===== src/sv/slab_pkg.sv =====
package slab_pkg;

   localparam int unsigned CFG_BITS       = 16;
   localparam int unsigned CSR_INDEX_BITS = 3;

   typedef enum logic [2:0] {
      OP_TICK   = 3'd0,
      OP_BEGIN  = 3'd1,
      OP_BUS    = 3'd2,
      OP_WARN   = 3'd3,
      OP_LINK   = 3'd4
   } op_type;

   typedef enum logic [2:0] {
      MODE_OFF       = 3'd0,
      MODE_BOOTING   = 3'd1,
      MODE_NORMAL    = 3'd2,
      MODE_CONNECTED = 3'd3,
      MODE_ERROR     = 3'd4,
      MODE_BUSOFF    = 3'd5,
      MODE_WARNING   = 3'd6
   } mode_type;

   typedef enum logic [1:0] {
      BUS_STARTING = 2'd0,
      BUS_NORMAL   = 2'd1,
      BUS_TX_ERROR = 2'd2,
      BUS_OFF      = 2'd3
   } bus_type;

   typedef enum logic [CSR_INDEX_BITS-1:0] {
      CSR_CLOCK_FAULT = 3'd0,
      CSR_LINK_DECAY  = 3'd1,
      CSR_SLOW_PERIOD = 3'd2,
      CSR_FAST_PERIOD = 3'd3,
      CSR_ALT_PERIOD  = 3'd4
   } csr_index_type;

   localparam logic [CFG_BITS-1:0] LINK_DECAY_RESET  = 16'd500;
   localparam logic [CFG_BITS-1:0] SLOW_PERIOD_RESET = 16'd1000;
   localparam logic [CFG_BITS-1:0] FAST_PERIOD_RESET = 16'd250;
   localparam logic [CFG_BITS-1:0] ALT_PERIOD_RESET  = 16'd500;

   typedef struct packed {
      logic                clock_fault;
      logic [CFG_BITS-1:0] link_decay;
      logic [CFG_BITS-1:0] slow_period;
      logic [CFG_BITS-1:0] fast_period;
      logic [CFG_BITS-1:0] alt_period;
   } cfg_type;

   typedef struct packed {
      logic     red_on;
      logic     green_on;
      mode_type display_state;
   } result_type;

   typedef struct packed {
      logic    started;
      logic    clock_fault;
      bus_type bus_status;
      logic    warning;
      logic    link_active;
   } arb_flags_type;

   function automatic logic is_blinking(input mode_type mode);
      return (mode == MODE_BOOTING) || (mode == MODE_NORMAL) ||
             (mode == MODE_ERROR) || (mode == MODE_WARNING);
   endfunction

endpackage


===== src/sv/slab_arbiter.sv =====
module slab_arbiter
   import slab_pkg::*;
(
   input  arb_flags_type flags,
   output mode_type      mode
);

   // fixed precedence, highest first
   always_comb begin
      if (!flags.started) begin
         mode = MODE_OFF;
      end else if (flags.clock_fault) begin
         mode = MODE_WARNING;
      end else if (flags.bus_status == BUS_OFF) begin
         mode = MODE_BUSOFF;
      end else if (flags.bus_status == BUS_TX_ERROR) begin
         mode = MODE_ERROR;
      end else if (flags.bus_status == BUS_STARTING) begin
         mode = MODE_BOOTING;
      end else if (flags.warning) begin
         mode = MODE_WARNING;
      end else if (flags.link_active) begin
         mode = MODE_CONNECTED;
      end else begin
         mode = MODE_NORMAL;
      end
   end

endmodule


===== src/sv/slab_engine.sv =====
module slab_engine
   import slab_pkg::*;
#(
   parameter int unsigned COUNTER_BITS = 16
)
(
   input  logic                  clock,
   input  logic                  reset,
   input  logic                  fire,
   input  logic [2:0]            op,
   input  logic [1:0]            value,
   input  cfg_type               cfg,
   output result_type            result
);

   localparam int unsigned CMP_BITS = (COUNTER_BITS > CFG_BITS) ? COUNTER_BITS : CFG_BITS;
   localparam logic [COUNTER_BITS-1:0] COUNT_MAX = {COUNTER_BITS{1'b1}};

   mode_type                mode_ff, mode_in;
   logic                    phase_ff, phase_in;
   logic [COUNTER_BITS-1:0] elapsed_ff, elapsed_in;
   bus_type                 bus_ff, bus_in;
   logic                    link_ff, link_in;
   logic [COUNTER_BITS-1:0] age_ff, age_in;
   logic                    warn_ff, warn_in;
   logic                    started_ff, started_in;

   arb_flags_type           flags;
   mode_type                arb_mode;
   logic                    arb_go;
   logic [CFG_BITS-1:0]     half;

   assign flags.started     = started_in;
   assign flags.clock_fault = cfg.clock_fault;
   assign flags.bus_status  = bus_in;
   assign flags.warning     = warn_in;
   assign flags.link_active = link_in;

   slab_arbiter u_arbiter (
      .flags (flags),
      .mode  (arb_mode)
   );

   always_comb begin
      started_in = started_ff;
      bus_in     = bus_ff;
      warn_in    = warn_ff;
      link_in    = link_ff;
      age_in     = age_ff;
      elapsed_in = elapsed_ff;
      mode_in    = mode_ff;
      phase_in   = phase_ff;
      arb_go     = 1'b0;
      half       = '0;

      case (op)
         OP_TICK: begin
            elapsed_in = (elapsed_ff == COUNT_MAX) ? elapsed_ff : elapsed_ff + 1'b1;
            age_in     = (age_ff == COUNT_MAX) ? age_ff : age_ff + 1'b1;
            if (link_ff && (CMP_BITS'(age_in) >= CMP_BITS'(cfg.link_decay))) begin
               link_in = 1'b0;
               arb_go  = 1'b1;
            end
         end
         OP_BEGIN: begin
            started_in = 1'b1;
            bus_in     = BUS_STARTING;
            arb_go     = 1'b1;
         end
         OP_BUS: begin
            bus_in = bus_type'(value);
            arb_go = 1'b1;
         end
         OP_WARN: begin
            warn_in = (value != 2'd0);
            arb_go  = 1'b1;
         end
         OP_LINK: begin
            if (value != 2'd0) begin
               link_in = 1'b1;
               age_in  = '0;
            end else begin
               link_in = 1'b0;
            end
            arb_go = 1'b1;
         end
         default: begin
         end
      endcase

      // a change of display state restarts the blink
      if (arb_go && (arb_mode != mode_ff)) begin
         mode_in    = arb_mode;
         phase_in   = 1'b0;
         elapsed_in = '0;
      end

      case (mode_in)
         MODE_BOOTING, MODE_NORMAL: half = cfg.slow_period >> 1;
         MODE_ERROR:                half = cfg.fast_period >> 1;
         MODE_WARNING:              half = cfg.alt_period >> 1;
         default:                   half = '0;
      endcase

      if ((op == OP_TICK) && is_blinking(mode_in) &&
          (CMP_BITS'(elapsed_in) >= CMP_BITS'(half))) begin
         phase_in   = ~phase_in;
         elapsed_in = '0;
      end

      result.display_state = mode_in;
      result.red_on        = 1'b0;
      result.green_on      = 1'b0;
      case (mode_in)
         MODE_BOOTING, MODE_ERROR: result.red_on = phase_in;
         MODE_NORMAL:    result.green_on = phase_in;
         MODE_CONNECTED: result.green_on = 1'b1;
         MODE_BUSOFF:    result.red_on = 1'b1;
         MODE_WARNING: begin
            result.red_on   = phase_in;
            result.green_on = ~phase_in;
         end
         default: begin
         end
      endcase
   end

   always_ff @(posedge clock) begin
      if (reset) begin
         mode_ff    <= MODE_OFF;
         phase_ff   <= 1'b0;
         elapsed_ff <= '0;
         bus_ff     <= BUS_STARTING;
         link_ff    <= 1'b0;
         age_ff     <= '0;
         warn_ff    <= 1'b0;
         started_ff <= 1'b0;
      end else if (fire) begin
         mode_ff    <= mode_in;
         phase_ff   <= phase_in;
         elapsed_ff <= elapsed_in;
         bus_ff     <= bus_in;
         link_ff    <= link_in;
         age_ff     <= age_in;
         warn_ff    <= warn_in;
         started_ff <= started_in;
      end
   end

endmodule


===== src/sv/status_led_arbiter_blinker_top.sv =====
// Status LED arbiter and blinker for a red/green LED pair.
//
// req channel: one event per transfer. req_op selects tick (1 ms time base),
// begin, bus status, warning flag or link flag; req_value carries the bus
// status code or the flag. Unused op codes change nothing.
// rsp channel: one transfer per event with the LED levels and display state
// as they stand after that event.
// csr channel: register writes (index 0 clock fault, 1 link decay, 2 slow,
// 3 fast, 4 alternate period); always ready, take effect at the next event.
//
// From the req transfer to rsp_valid there is one input register, then the
// state update and arbitration feed the result register. Throughput is one
// event per cycle while rsp is not stalled. A stalled rsp holds its result;
// the input register still takes one more event, and req_ready drops only
// when both stages are full. Reset (synchronous, active high) empties both
// stages, restores the register defaults and returns the display to off
// with all counters cleared.
module status_led_arbiter_blinker_top
   import slab_pkg::*;
#(
   parameter int unsigned COUNTER_BITS = 16
)
(
   input  logic                      clock,
   input  logic                      reset,

   input  logic                      req_valid,
   output logic                      req_ready,
   input  logic [2:0]                req_op,
   input  logic [1:0]                req_value,

   output logic                      rsp_valid,
   input  logic                      rsp_ready,
   output logic                      rsp_red_on,
   output logic                      rsp_green_on,
   output logic [2:0]                rsp_display_state,

   input  logic                      csr_valid,
   output logic                      csr_ready,
   input  logic [CSR_INDEX_BITS-1:0] csr_index,
   input  logic [CFG_BITS-1:0]       csr_data
);

   cfg_type    cfg_ff;
   logic       s1_valid_ff;
   logic [2:0] s1_op_ff;
   logic [1:0] s1_value_ff;
   logic       rsp_valid_ff;
   result_type rsp_ff;
   result_type result_in;
   logic       out_free;
   logic       fire;

   // advance the result register when it is empty or being drained
   assign out_free  = !rsp_valid_ff || rsp_ready;
   assign fire      = s1_valid_ff && out_free;
   assign req_ready = !s1_valid_ff || out_free;
   assign csr_ready = 1'b1;

   // register file
   always_ff @(posedge clock) begin
      if (reset) begin
         cfg_ff.clock_fault <= 1'b0;
         cfg_ff.link_decay  <= LINK_DECAY_RESET;
         cfg_ff.slow_period <= SLOW_PERIOD_RESET;
         cfg_ff.fast_period <= FAST_PERIOD_RESET;
         cfg_ff.alt_period  <= ALT_PERIOD_RESET;
      end else if (csr_valid) begin
         case (csr_index)
            CSR_CLOCK_FAULT: cfg_ff.clock_fault <= csr_data[0];
            CSR_LINK_DECAY:  cfg_ff.link_decay  <= csr_data;
            CSR_SLOW_PERIOD: cfg_ff.slow_period <= csr_data;
            CSR_FAST_PERIOD: cfg_ff.fast_period <= csr_data;
            CSR_ALT_PERIOD:  cfg_ff.alt_period  <= csr_data;
            default: begin
            end
         endcase
      end
   end

   // input stage: hold the event until the engine takes it
   always_ff @(posedge clock) begin
      if (reset) begin
         s1_valid_ff <= 1'b0;
      end else if (req_ready) begin
         s1_valid_ff <= req_valid;
      end
   end

   always_ff @(posedge clock) begin
      if (req_valid && req_ready) begin
         s1_op_ff    <= req_op;
         s1_value_ff <= req_value;
      end
   end

   slab_engine #(
      .COUNTER_BITS (COUNTER_BITS)
   ) u_engine (
      .clock  (clock),
      .reset  (reset),
      .fire   (fire),
      .op     (s1_op_ff),
      .value  (s1_value_ff),
      .cfg    (cfg_ff),
      .result (result_in)
   );

   // result stage
   always_ff @(posedge clock) begin
      if (reset) begin
         rsp_valid_ff <= 1'b0;
      end else if (out_free) begin
         rsp_valid_ff <= s1_valid_ff;
      end
   end

   always_ff @(posedge clock) begin
      if (fire) begin
         rsp_ff <= result_in;
      end
   end

   assign rsp_valid         = rsp_valid_ff;
   assign rsp_red_on        = rsp_ff.red_on;
   assign rsp_green_on      = rsp_ff.green_on;
   assign rsp_display_state = rsp_ff.display_state;

endmodule


===== config.mk =====
export PLATFORM = sky130hd
export DESIGN_NAME = status_led_arbiter_blinker_top
export DESIGN_NICKNAME = d
export VERILOG_FILES = /design/src/sv/slab_pkg.sv /design/src/sv/slab_arbiter.sv /design/src/sv/slab_engine.sv /design/src/sv/status_led_arbiter_blinker_top.sv
export SDC_FILE = /design/constraint.sdc
export NUM_CORES = 1
export LEC_CHECK = 0
export BUFFER_PORTS_ARGS = -buffer_cell sky130_fd_sc_hd__buf_2
export CORE_MARGIN = 3
export CORE_UTILIZATION = 55
export DETAILED_ROUTE_END_ITERATION = 8
export PLACE_DENSITY = 0.73
export SLEW_MARGIN = 30
export SYNTH_ARGS = -nofsm -noshare
export SYNTH_HDL_FRONTEND = slang
export SYNTH_HIERARCHICAL = 1
export SYNTH_SLANG_ARGS = --single-unit
export TNS_END_PERCENT = 1

===== constraint.sdc =====
create_clock -name clock -period 17.45 [get_ports clock]
set_input_delay 0.8725 -clock clock [delete_from_list [all_inputs] [get_ports clock]]
set_output_delay 0.8725 -clock clock [all_outputs]
set_load 0.02 [all_outputs]

After elaboration in Yosys (flattened, before gate mapping)
Cells that the tools add are included.
W data, S select, Z words.
{"block": "op_classes", "reduce_logical": 27, "n_lt_le_gt_ge": 2, "n_eq_ne": 20, "mux": 28, "n_bitwise": 2, "add_sub_neg": 2}
{"cell": "$mux W16", "n": 6}
{"cell": "$pmux W15 S3", "n": 1}
{"cell": "$add A16 B1 Y16 const B", "n": 2}
{"cell": "$eq A16 B16 Y1 const B", "n": 2}
{"cell": "$pmux W16 S2", "n": 1}
{"cell": "$mux W3", "n": 7}
{"cell": "$eq A3 B2 Y1 const B", "n": 6}
{"cell": "$ge A16 B15 Y1", "n": 1}
{"cell": "$ge A16 B16 Y1", "n": 1}
{"cell": "$eq A3 B3 Y1 const B", "n": 5}
{"cell": "$reduce_and A2 Y1", "n": 5}
{"cell": "$eq A3 B1 Y1 const B", "n": 3}
{"cell": "$mux W1", "n": 8}
{"cell": "$logic_and A1 B1 Y1", "n": 6}
{"cell": "$logic_not A3 Y1", "n": 2}
{"cell": "$pmux W1 S2", "n": 3}
{"cell": "$logic_or A1 B1 Y1", "n": 5}
{"cell": "$eq A2 B2 Y1 const B", "n": 2}
{"cell": "$pmux W2 S2", "n": 1}
{"cell": "$reduce_bool A2 Y1", "n": 2}
{"cell": "$reduce_or A4 Y1", "n": 1}
{"cell": "$ne A3 B3 Y1", "n": 1}
{"cell": "$pmux W1 S3", "n": 1}
{"cell": "$reduce_and A3 Y1", "n": 1}
{"cell": "other kinds (6)", "n": 8}
{"block": "word_totals", "in_bits": 29, "regBits": 118, "out_inout_bits": 8}

Logic depth before layout (Yosys ltp)
Gate-level depths: netlist of the first run.
{"block": "logic_depth", "ltp_word": 25, "depth_mapped": 33}

Cells and area by module
The synthesis of the first run kept the hierarchy.
{"mod": "slab_engine", "cells_each": 478, "n_inst": 1, "seq_area_each_um2": 820.8, "area_per_inst_um2": 3841.2}
{"mod": "status_led_arbiter_blinker_top", "cells_each": 265, "n_inst": 1, "seq_area_each_um2": 1641.6, "area_per_inst_um2": 3017.9}
{"mod": "slab_arbiter", "cells_each": 8, "n_inst": 1, "seq_area_each_um2": 0.0, "area_per_inst_um2": 56.3}

Least setup slack after synthesis of the first run
No wires, ideal clock.
{"block": "synth_timing", "kind": "reg2reg", "startpoint": "register u_engine.age_ff[6]", "endpoint": "register u_engine.elapsed_ff[10]", "setup_time_ns": 0.071, "path_stages_with_launch": 32, "arrival_time_ns": 5.891, "path_buffers": 5, "required_time_ns": 17.379, "slack_ns": 11.488, "cell_sequence": "dfxtp_1 > clkbuf_1 > and4_1 > and4_1 > nand4_1 > clkbuf_1 > nand2_1 > xnor2_1 > ha_1 > a211oi_1 > o21ai_0 > a21oi_1 > o21ai_0 > o2bb2ai_1 > mux2_2 > nand2b_1 > a2111oi_2 > mux2i_2 > and2_1 > buf_2 > buf_2 > a32oi_1 > ha_1 > a211oi_1 > nand2_1 > o221ai_1 > a21oi_1 > or3_4 > o211ai_4 > buf_4 > nand4_1 > a21oi_1"}
{"block": "synth_via", "elab_chain_cells": 23}
{"element": "start: declaration", "line_no": "slab_engine.sv:24", "rtl": "logic [COUNTER_BITS-1:0] age_ff, age_in;"}
{"element": "start signal: assignment", "line_no": "slab_engine.sv:144", "rtl": "age_ff <= age_in;"}
{"element": "$add A16 B1 Y16 / $eq A16 B16 Y1 (equally long branches)", "line_no": "slab_engine.sv:59", "rtl": "age_in = (age_ff == COUNT_MAX) ? age_ff : age_ff + 1'b1;"}
{"element": "$mux W16 *", "line_no": "slab_engine.sv:59"}
{"element": "$ge A16 B16 Y1 *", "line_no": "slab_engine.sv:60", "rtl": "if (link_ff && (CMP_BITS'(age_in) >= CMP_BITS'(cfg.link_decay))) begin"}
{"element": "$logic_and A1 B1 Y1 *", "line_no": "slab_engine.sv:60"}
{"element": "$mux W1 *", "line_no": "slab_engine.sv:60"}
{"element": "$pmux W1 S2 *", "line_no": "slab_engine.sv:56", "rtl": "case (op)"}
{"element": "via u_engine.link_in", "line_no": "slab_engine.sv:23", "rtl": "logic link_ff, link_in;"}
{"element": "$mux W1 *", "line_no": "slab_arbiter.sv:22", "rtl": "end else if (flags.link_active) begin"}
{"element": "$mux W3 *", "line_no": "slab_arbiter.sv:20", "rtl": "end else if (flags.warning) begin"}
{"element": "$mux W3 *", "line_no": "slab_arbiter.sv:18", "rtl": "end else if (flags.bus_status == BUS_STARTING) begin"}
{"element": "$mux W3 *", "line_no": "slab_arbiter.sv:16", "rtl": "end else if (flags.bus_status == BUS_TX_ERROR) begin"}
{"element": "$mux W3 *", "line_no": "slab_arbiter.sv:14", "rtl": "end else if (flags.bus_status == BUS_OFF) begin"}
{"element": "$mux W3 *", "line_no": "slab_arbiter.sv:12", "rtl": "end else if (flags.clock_fault) begin"}
{"element": "$mux W3 *", "line_no": "slab_arbiter.sv:10", "rtl": "if (!flags.started) begin"}
{"element": "via u_engine.arb_mode[0]", "line_no": "slab_engine.sv:29", "rtl": "mode_type arb_mode;"}
{"element": "branches (longest 9 deep; another with $ge A16 B15 Y1)"}
{"element": "$mux W16 *", "line_no": "slab_engine.sv:105", "rtl": "if ((op == OP_TICK) && is_blinking(mode_in) &&"}
{"element": "end signal: assignment", "line_no": "slab_engine.sv:141", "rtl": "elapsed_ff <= elapsed_in;"}
{"element": "end: declaration", "line_no": "slab_engine.sv:21", "rtl": "logic [COUNTER_BITS-1:0] elapsed_ff, elapsed_in;"}
Mark *: on every way through the listed nets, which the timed path passes.
A chain may end at the register's enable or synchronous reset.

==> flow_summary.ini, run 1 <==
[die]
die_w_um = 117
core_region_area_sq_um = 12100
die_y_um = 117
initial_core_util = 0.564
num_rows = 40
die_area_sq_um = 13700
io_pins = 37

[sta]
grt_setup_unrepaired = false
tns_ns = 0
final_max_slew_viol_count = 0
finalHoldViolCount = 0
slew_headroom = 0.372
fmax_mhz = 136
period_share = 0.423
min_period_ns = 7.38
finalSetupViolations = 0
fin_skew_ns = 0.00890
worst_slew_pin_slew_ns = 0.922

[placed_design]
dp.cells = 905
place_congestion = 0.883
place_area_sq_um = 6980
dp_hpwl_um = 10900
portBuffers = 35

[global_route]
antenna_found_initial = 0
grt-ovfl-total = 0
grt_pass1_wl_um = 25000
grt_max_degree = 126
grtUsageTotal = 0.232
grt_pass1_vias = 5162

[layout]
drive_gt1_frac = 0.140
final_cell_area_sq_um = 7610
fin_cells = 935
postLayoutCoreUtil = 0.631
nNetsFinal = 818
insertedDiodeCount = 0
fillCellCount = 1053
area_growth_pct = 11.8

[clocking]
numClockSinks = 115
cts_resized = 0
postCtsSetupRepairBufs = 0
cts-root-buf = clkbuf_16
htree_num_levels = 4
clock_path_buffers = 2
cts_tree = yes
insertion_delay_ns = 0.42
numCtsBuffers = 17
holdBufCountCts = 0
clk_pin_slew_worst_paths_ns = 0.05

[detailed_routing]
vias_per_cell = 5.81
drt-total-wl_um = 15600
avgRoutedWirePerCell_um = 16.7
drc = 0
vias = 5436
ant_nets = 0
drtIter0Drc = 409
firstDrtPassIters = 5

[worst_setup_path]
cp.required_ns = 17.71
r2r-end = rsp_green_on$_DFFE_PP_
startpoint_type = register
worstPathMaxFanout = 15
r2r_cells = 27
cp.arrival_ns = 7.64
crit_type = register to register
r2r-start = u_engine/age_ff[6]$_SDFFE_PP0P_
end_kind = register
r2r_setup_slack_ns = 10.07

[synth]
syn_area_sq_um = 6810
synth_fp_nets = 804
yosys_warnings = 6
synthCells = 742
avgSynthCellArea_sq_um = 9.17

[pwr]
power_uw = 703
powerDensity_nw_per_um2 = 92.4
p_leak_nw = 3.22
ir_worst_vdd_uv = 73.5

[hold_path]
hp-class = register to register
min_from = s1_valid_ff$_SDFFE_PP0P_
hold_depth = 2
holdPathEnd = rsp_valid$_SDFFE_PP0P_

[status]
outcome = completed

[job]
drv_cap = 0
-- worst max path at each step --
stage / start / to / slack [ns] / cells after the start
after floorplan: u_engine/age_ff[6]$_SDFFE_PP0P_ / u_engine/elapsed_ff[10]$_SDFFE_PP0P_ / 11.49 / 31
after global placement: u_engine/age_ff[6]$_SDFFE_PP0P_ / u_engine/phase_ff$_SDFFE_PP0P_ / 10.57 / 27
after CTS: u_engine/age_ff[6]$_SDFFE_PP0P_ / rsp_green_on$_DFFE_PP_ / 10.13 / 27
final: u_engine/age_ff[6]$_SDFFE_PP0P_ / rsp_green_on$_DFFE_PP_ / 10.07 / 27
after global routing: u_engine/age_ff[6]$_SDFFE_PP0P_ / rsp_green_on$_DFFE_PP_ / 9.38 / 27
after detailed placement: u_engine/age_ff[6]$_SDFFE_PP0P_ / rsp_green_on$_DFFE_PP_ / 10.21 / 27
-- report_power, final --
group	internal (mW)	leakage [nW]	total [mW]	switching, mW
sequential	0.272	0.947	0.277	0.00417
combinational	0.0251	1.97	0.0623	0.0372
clock	0.250	0.306	0.364	0.115
total	0.547	3.22	0.703	0.156
-- flip-flops by register name, summed over array words and instances (netlist names), 2 cells and up --
register             count
cfg_ff                  62
rsp_display_state        3
u_engine/mode_ff         3
u_engine/elapsed_ff     16
s1_value_ff              2
s1_op_ff                 3
u_engine/age_ff         16
u_engine/bus_ff          2
-- critical path, stage by stage, from the launching register on --
cell and delay [ns]:
dfxtp_1 0.45, and4_1 0.25, and4_1 0.29, nand4_1 0.47, and3_1 0.42, nand2_1 0.12, xnor2_1 0.14, ha_1 0.27
a21oi_1 0.15, o21ai_0 0.10, a21oi_1 0.29, o21ai_0 0.22, o2bb2ai_1 0.20, mux2_2 0.17, nand2b_1 0.06, a2111oi_2 0.60
mux2i_2 0.30, xnor2_2 0.62, a32oi_1 0.21, ha_1 0.32, a211oi_1 0.25, nand2_1 0.08, o221ai_1 0.16, a21oi_1 0.14
o311ai_0 0.32, nand3_1 0.18, a31o_2 0.29, a21oi_1 0.13
-- cell usage in the layout (no fill, tap or decap), types with 4 or more instances in the layout --
master,count
a21o_1,8
a21oi_1,38
a211oi_1,8
nand4_1,18
nand2_1,28
a32o_1,5
a22oi_1,9
o21a_1,5
o21ai_0,15
clkbuf_8,7
nor2b_1,5
and4_1,4
clkbuf_16,17
inv_1,23
xor2_1,13
and3_1,9
ha_1,33
dfxtp_1,105
a32oi_1,14
nor3_1,12
nand3b_1,6
nand3_1,17
nand2b_1,66
xnor2_1,16
and2_1,12
mux2i_1,66
mux2_2,13
buf_2,35
nor2_1,84
mux2_4,7
edfxtp_1,10
-- stage by stage --
step | worst slack, ns | hold WS [ns]
finish | 10.07 | 0.468
global route | 9.38 | 0.498
CTS | 10.13 | 0.474
detailed placement | 10.21 | 0.463
global placement | 10.57 | 0.452
floorplan | 11.49 | 0.434
-- cell type report --
class / count / area [sq um] / area share
Clock inverter: 3 / 90.1 / 0.0118
Multi-Input combinational cell: 560 / 4090 / 0.537
Inverter: 25 / 95.1 / 0.0125
Clock buffer: 27 / 533 / 0.0700
Timing Repair Buffer: 37 / 194 / 0.0255
Tap cell: 168 / 210 / 0.0276
Sequential cell: 115 / 2400 / 0.316
-- per-layer routing --
metal	routed length, um	track usage	vias to the layer above
li1	-	-	2686
met5	0	0	-
met2	7400	0.365	106
met3	614	0.0566	8
met4	150	0.0803	0
met1	7410	0.311	2636
(Power assumes the default switching activity.)
==> inputs of run 2 (changes only) <==
clock period = 7.3 ns   (was 17.45 ns; I/O delays follow)
==> run 2 against run 1 <==
Compared with the run above:
- maximum frequency up 11%
- critical path type unchanged
- global-route usage up 0.37 points
- utilization up 0.39 points
- highest routed layer unchanged
- clock power up 130%
- wire length down 0.94%
- combinational power up 150%
- cell area up 0.62%
- first-iteration DRC count up 16%
- worst hold slack worse by 0.34 ns
- via count unchanged
- critical path depth up 3
==> flow_summary.ini, run 2 (synthesis gave the netlist of run 1 again) <==
[status]
outcome = completed

[placed_design]
place_congestion = 0.853
dp_hpwl_um = 10700
pre_cts_ws_ns = 0.165
portBuffers = 35
place_area_sq_um = 7010

[layout]
area_growth_pct = 12.5
regMostFlops = cfg_ff
drive_gt1_frac = 0.149
largest_register_ff_count = 62
layout_commonest_cell = dfxtp_1
insertedDiodeCount = 0
layout_common_cells = 105 x dfxtp_1, 84 x nor2_1, 66 x nand2b_1, 66 x mux2i_1, 37 x a21oi_1
fillCellCount = 1013
nNetsFinal = 825
final_cell_area_sq_um = 7660
biggestRegsByFlops = cfg_ff (62), u_engine/age_ff (16), u_engine/elapsed_ff (16)

[global_route]
grt-ovfl-total = 0
grt_max_degree = 72
antenna_found_initial = 0
grtUsageTotal = 0.236
grt_pass1_wl_um = 25400
grt_pass1_vias = 5272

[clocking]
numClockSinks = 115
cts-root-buf = clkbuf_16
htree_num_levels = 4
holdBufCountCts = 0
clk_pin_slew_worst_paths_ns = 0.05
clock_path_buffers = 2
insertion_delay_ns = 0.41
numCtsBuffers = 17
cts_tree = yes

[hold_path]
min_from = req_value[1]
hp-class = input port to register

[die]
initial_core_util = 0.564
io_pins = 37
core_region_area_sq_um = 12100
die_w_um = 117
num_rows = 40
die_area_sq_um = 13700
die_y_um = 117

[detailed_routing]
drt-total-wl_um = 15400
vias = 5436
avgRoutedWirePerCell_um = 16.3
ant_nets = 0
drc = 0
vias_per_cell = 5.76
firstDrtPassIters = 8
drtIter0Drc = 475

[sta]
setup_ws_ns = 0.645
worst_slew_pin_slew_ns = 0.894
finalSetupViolations = 0
min_period_ns = 6.65
slew_headroom = 0.404
fmax_mhz = 150
period_share = 0.912
finalHoldViolCount = 0
final_max_slew_viol_count = 0
fin_skew_ns = 0.00607

[worst_setup_path]
crit_type = register to register
cp.arrival_ns = 6.97
cp-startpoint = u_engine/age_ff[6]$_SDFFE_PP0P_
endpoint = u_engine/elapsed_ff[15]$_SDFFE_PP0P_
end_kind = register
r2r-start = u_engine/age_ff[6]$_SDFFE_PP0P_
r2r-end = u_engine/elapsed_ff[15]$_SDFFE_PP0P_
r2r_setup_slack_ns = 0.65
cpPeakStageDelay_ns = 0.51
startpoint_type = register
r2r_cells = 30
crit_slowest_cell = a2111oi_4
cp.required_ns = 7.61
worstPathMaxFanout = 14

[job]
drv_cap = 0

[pwr]
ir_worst_vdd_uv = 184
powerDensity_nw_per_um2 = 216
p_leak_nw = 3.24
[run 2: cell types whose count changed in the layout (fill, tap and decap cells not counted), moves of 2 or more]
cell	change
buf_4	+9
clkbuf_8	-6
clkbuf_1	+2
clkbuf_16	+2
clkinv_2	+2
clkinvlp_4	+2
[run 2: power by group]
part / internal, mW / leakage (nW) / switching [mW]
logic: 0.0632 / 2.01 / 0.0915
registers: 0.651 / 0.947 / 0.00958
clock network: 0.551 / 0.288 / 0.285
[run 2: timing repair]
| action | in CTS | in global routing |
|---|---|---|
| endpoints found under the hold margin | 0 | 0 |
| endpoints found under the setup margin | 0 | 19 |
| setup buffers | 0 | 2 |
| resized for setup | 0 | 4 |
[run 2: worst min path at each step]
stage                                          end  slack [ns]  depth (start not counted)
final                     s1_value_ff[1]$_DFFE_PP_        0.13                          1
after global placement      rsp_valid$_SDFFE_PP0P_        0.45                          2
after detailed placement   cfg_ff[34]$_SDFFE_PP0P_        0.46                          2
after global routing      s1_value_ff[1]$_DFFE_PP_        0.12                          1
after floorplan             rsp_valid$_SDFFE_PP0P_        0.43                          2
after CTS                 s1_value_ff[1]$_DFFE_PP_        0.12                          1
[run 2: final cells by class]
cell class	instances	area, sq um	area share
well taps	168	210	0.0274
inverters	25	95.1	0.0124
clock inverters	7	93.8	0.0123
clock buffers	25	508	0.0663
flip-flops and latches	115	2400	0.314
repair buffers	44	245	0.0320
multi-input cells	560	4100	0.536
[run 2: per-layer routing]
layer	global-route usage	vias up	part of all wire
li1	-	2698	-
met1	0.315	2573	0.46
met4	0.0803	0	0.017
met3	0.0560	29	0.045
met5	0	-	0
met2	0.374	136	0.47
[run 2: metrics by stage]
step	TNS [ns]	utilization	power, mW	instances	hold WS [ns]
floorplan	0	-	0.787	742	0.434
CTS	0	0.631	1.66	942	0.116
global route	-0.0288	0.635	1.71	944	0.119
detailed placement	0	0.581	0.824	910	0.464
global placement	0	0.580	0.819	909	0.453
finish	0	0.635	1.65	944	0.128
[run 2: worst max-delay path: cells and delay by family (launching register included)]
kind            cells  cell delay [ns]
flops               1             0.44
compound gates     10             2.13
fa+ha+maj           2             0.57
simple gates       14             2.64
mux                 1             0.19
buf+inv             1             0.19
xor+xnor            2             0.35
==> inputs of run 3 (changes only) <==
SYNTH_HIERARCHICAL = default   (was 1)
==> run 3 against run 2 <==
Compared with the run above:
- wire length increased by 5.4%
- utilization increased by 1.8 points
- setup slack worse by 0.29 ns
- clock skew rose by 0.0020 ns
- first-iteration DRC count is 27% higher
- cell area is 1.4% lower
- clock power is 6.3% higher
- cell count grew 5.4%
- sequential cell count is the same
==> flow_summary.ini, run 3 <==
[synth]
synth_top_area_frac = 0.320
synthCells = 815
synth-async-reset-ratio = 0
yosys_warnings = 0
synth_area_leaders = dfxtp_1 32%, nand2_1 8.5%, ha_1 6.3%, a21oi_1 5.8%, nor2_1 5.0%
synth_flop_cell = dfxtp_1
synth_cell_types = 73
synth_seq_cells = 115
syn_area_sq_um = 6580
synth_edf_count = 10
yosys.cell_count.top_type = nand2_1
ys_seq_area_frac = 0.365
synthTopCellsByCount = 149 x nand2_1, 105 x dfxtp_1, 87 x nor2_1
synth_fp_nets = 877
synth_top_area_cell = dfxtp_1
avgSynthCellArea_sq_um = 8.07

[detailed_routing]
ant_nets = 0
drc = 0
drt-total-wl_um = 16300
vias_per_cell = 5.81
dr.max_layer_used = met4
avgRoutedWirePerCell_um = 16.3
met3_length_um = 921
firstDrtPassIters = 5
vias = 5784
drtIter0Drc = 602
wl_met1_um = 7210
route.met2.wl_um = 7890

[sta]
final_max_slew_viol_count = 0
holdWs_ns = 0.124
finalHoldViolCount = 0
min_period_ns = 6.94
fin_skew_ns = 0.00810
finalSetupViolations = 0
slew_headroom = 0.375
fmax_mhz = 144
worst_slew_pin_slew_ns = 0.938
period_share = 0.951

[die]
die_area_sq_um = 13300
io_pins = 37
core_region_area_sq_um = 11600
die_w_um = 115
die_y_um = 115
num_rows = 39
initial_core_util = 0.569

[global_route]
grt_max_degree = 92
grt_pass1_wl_um = 26100
grt_pass1_vias = 5366
grt-ovfl-total = 0
grtUsageTotal = 0.249
antenna_found_initial = 0

[layout]
insertedDiodeCount = 0
drive_gt1_frac = 0.154
biggestRegsByFlops = cfg_ff (62), u_engine.age_ff (16), u_engine.elapsed_ff (16)
area_growth_pct = 14.8
nNetsFinal = 901
fin_cells = 995
layout_common_cells = 149 x nand2_1, 103 x dfxtp_1, 82 x nor2_1
final_cell_area_sq_um = 7550
largest_register_ff_count = 62
regMostFlops = cfg_ff
layout_commonest_cell = nand2_1

[placed_design]
dp.cells = 960
portBuffers = 35
place_area_sq_um = 6790
place_congestion = 0.852
dp_hpwl_um = 11000

[worst_setup_path]
r2r_cells = 30
cp-startpoint = u_engine.age_ff[4]$_SDFFE_PP0P_
cpPeakStageDelay_ns = 0.52
crit_slowest_cell = or4_1
r2r_setup_slack_ns = 0.36
endpoint = rsp_green_on$_DFFE_PP_
cp.arrival_ns = 7.21
crit_path_frequent_cell = a21oi_1
crit_type = register to register
end_kind = register
worstPathMaxFanout = 12
startpoint_type = register
r2r-start = u_engine.age_ff[4]$_SDFFE_PP0P_
cp.required_ns = 7.57
r2r-end = rsp_green_on$_DFFE_PP_

[clocking]
htree_num_levels = 4
numCtsBuffers = 17
clock_path_buffers = 2
cts_tree = yes
cts-root-buf = clkbuf_16
clk_pin_slew_worst_paths_ns = 0.05
insertion_delay_ns = 0.42
numClockSinks = 115

[pwr]
p_leak_nw = 3.10
ir_worst_vdd_uv = 178
power_mw = 1.73
powerDensity_nw_per_um2 = 229

[hold_path]
hp-class = input port to register

[status]
outcome = completed

[job]
drv_cap = 0
[run 3: per-layer routing]
metal / track usage / vias to the layer above
li1: - / 2895
met3: 0.0616 / 23
met2: 0.399 / 175
met5: 0 / -
met4: 0.0790 / 0
met1: 0.333 / 2691
[run 3: critical path, delay by kind of cell, from the launching register on]
family	cells	cell delay, ns
buf+inv	2	0.32
compound gates	13	2.23
simple gates	11	2.95
mux	1	0.25
flops	1	0.40
fa+ha+maj	2	0.46
xor+xnor	1	0.17
[run 3: worst min path at each step]
stage	from	to	slack [ns]	depth (start not counted)
floorplan	cfg_ff[10]$_SDFFE_PP0P_	cfg_ff[10]$_SDFFE_PP0P_	0.44	2
finish	req_op[0]	s1_op_ff[0]$_DFFE_PP_	0.12	1
CTS	req_op[0]	s1_op_ff[0]$_DFFE_PP_	0.11	1
global route	req_value[1]	s1_value_ff[1]$_DFFE_PP_	0.10	1
detailed placement	cfg_ff[15]$_SDFFE_PP0P_	cfg_ff[15]$_SDFFE_PP0P_	0.45	2
global placement	cfg_ff[12]$_SDFFE_PP0P_	cfg_ff[12]$_SDFFE_PP0P_	0.44	2
[run 3: area by class of cell]
| type | instances | area, sq um |
|---|---|---|
| inverters | 32 | 123 |
| clock inverters | 9 | 143 |
| repair buffers | 47 | 285 |
| fillers | 976 | 4020 |
| flip-flops and latches | 115 | 2400 |
| multi-input cells | 626 | 3920 |
| well taps | 143 | 179 |
| clock buffers | 23 | 499 |
[run 3: through the flow]
step            util  TNS [ns]  setup WS (ns)
2_1_floorplan      -         0          0.323
3_3_place_gp   0.587         0          0.237
3_5_place_dp   0.587    -0.943         -0.166
4_1_cts        0.644         0        0.00281
5_1_grt        0.653   -0.0375        -0.0375
6_report       0.653         0          0.356
[run 3: cell families (layout without fill, tap and decap cells)]
group | Yosys count | after routing | share of synthesized area
simple gates | 356 | 356 | 0.257
compound gates | 189 | 189 | 0.194
flops | 115 | 115 | 0.365
buf+inv | 74 | 111 | 0.0514
fa+ha+maj | 33 | 33 | 0.0628
xor+xnor | 24 | 24 | 0.0320
mux | 23 | 23 | 0.0373
other cells | 1 | 1 | 0.000570
[run 3: what timing repair did]
action | 4_1_cts | 5_1_grt
setup buffers | 0 | 3
resized for setup | 4 | 16
endpoints found under the hold margin | 0 | 0
hold buffers | 0 | 0
setup endpoints to repair | 17 | 19
pin swaps | 0 | 4
[run 3: where the power goes]
part | leakage [nW] | total (mW) | internal [mW] | switching [mW]
clock network | 0.313 | 0.889 | 0.588 | 0.301
registers | 0.949 | 0.666 | 0.653 | 0.0130
logic | 1.84 | 0.178 | 0.0689 | 0.109
total | 3.10 | 1.73 | 1.31 | 0.422
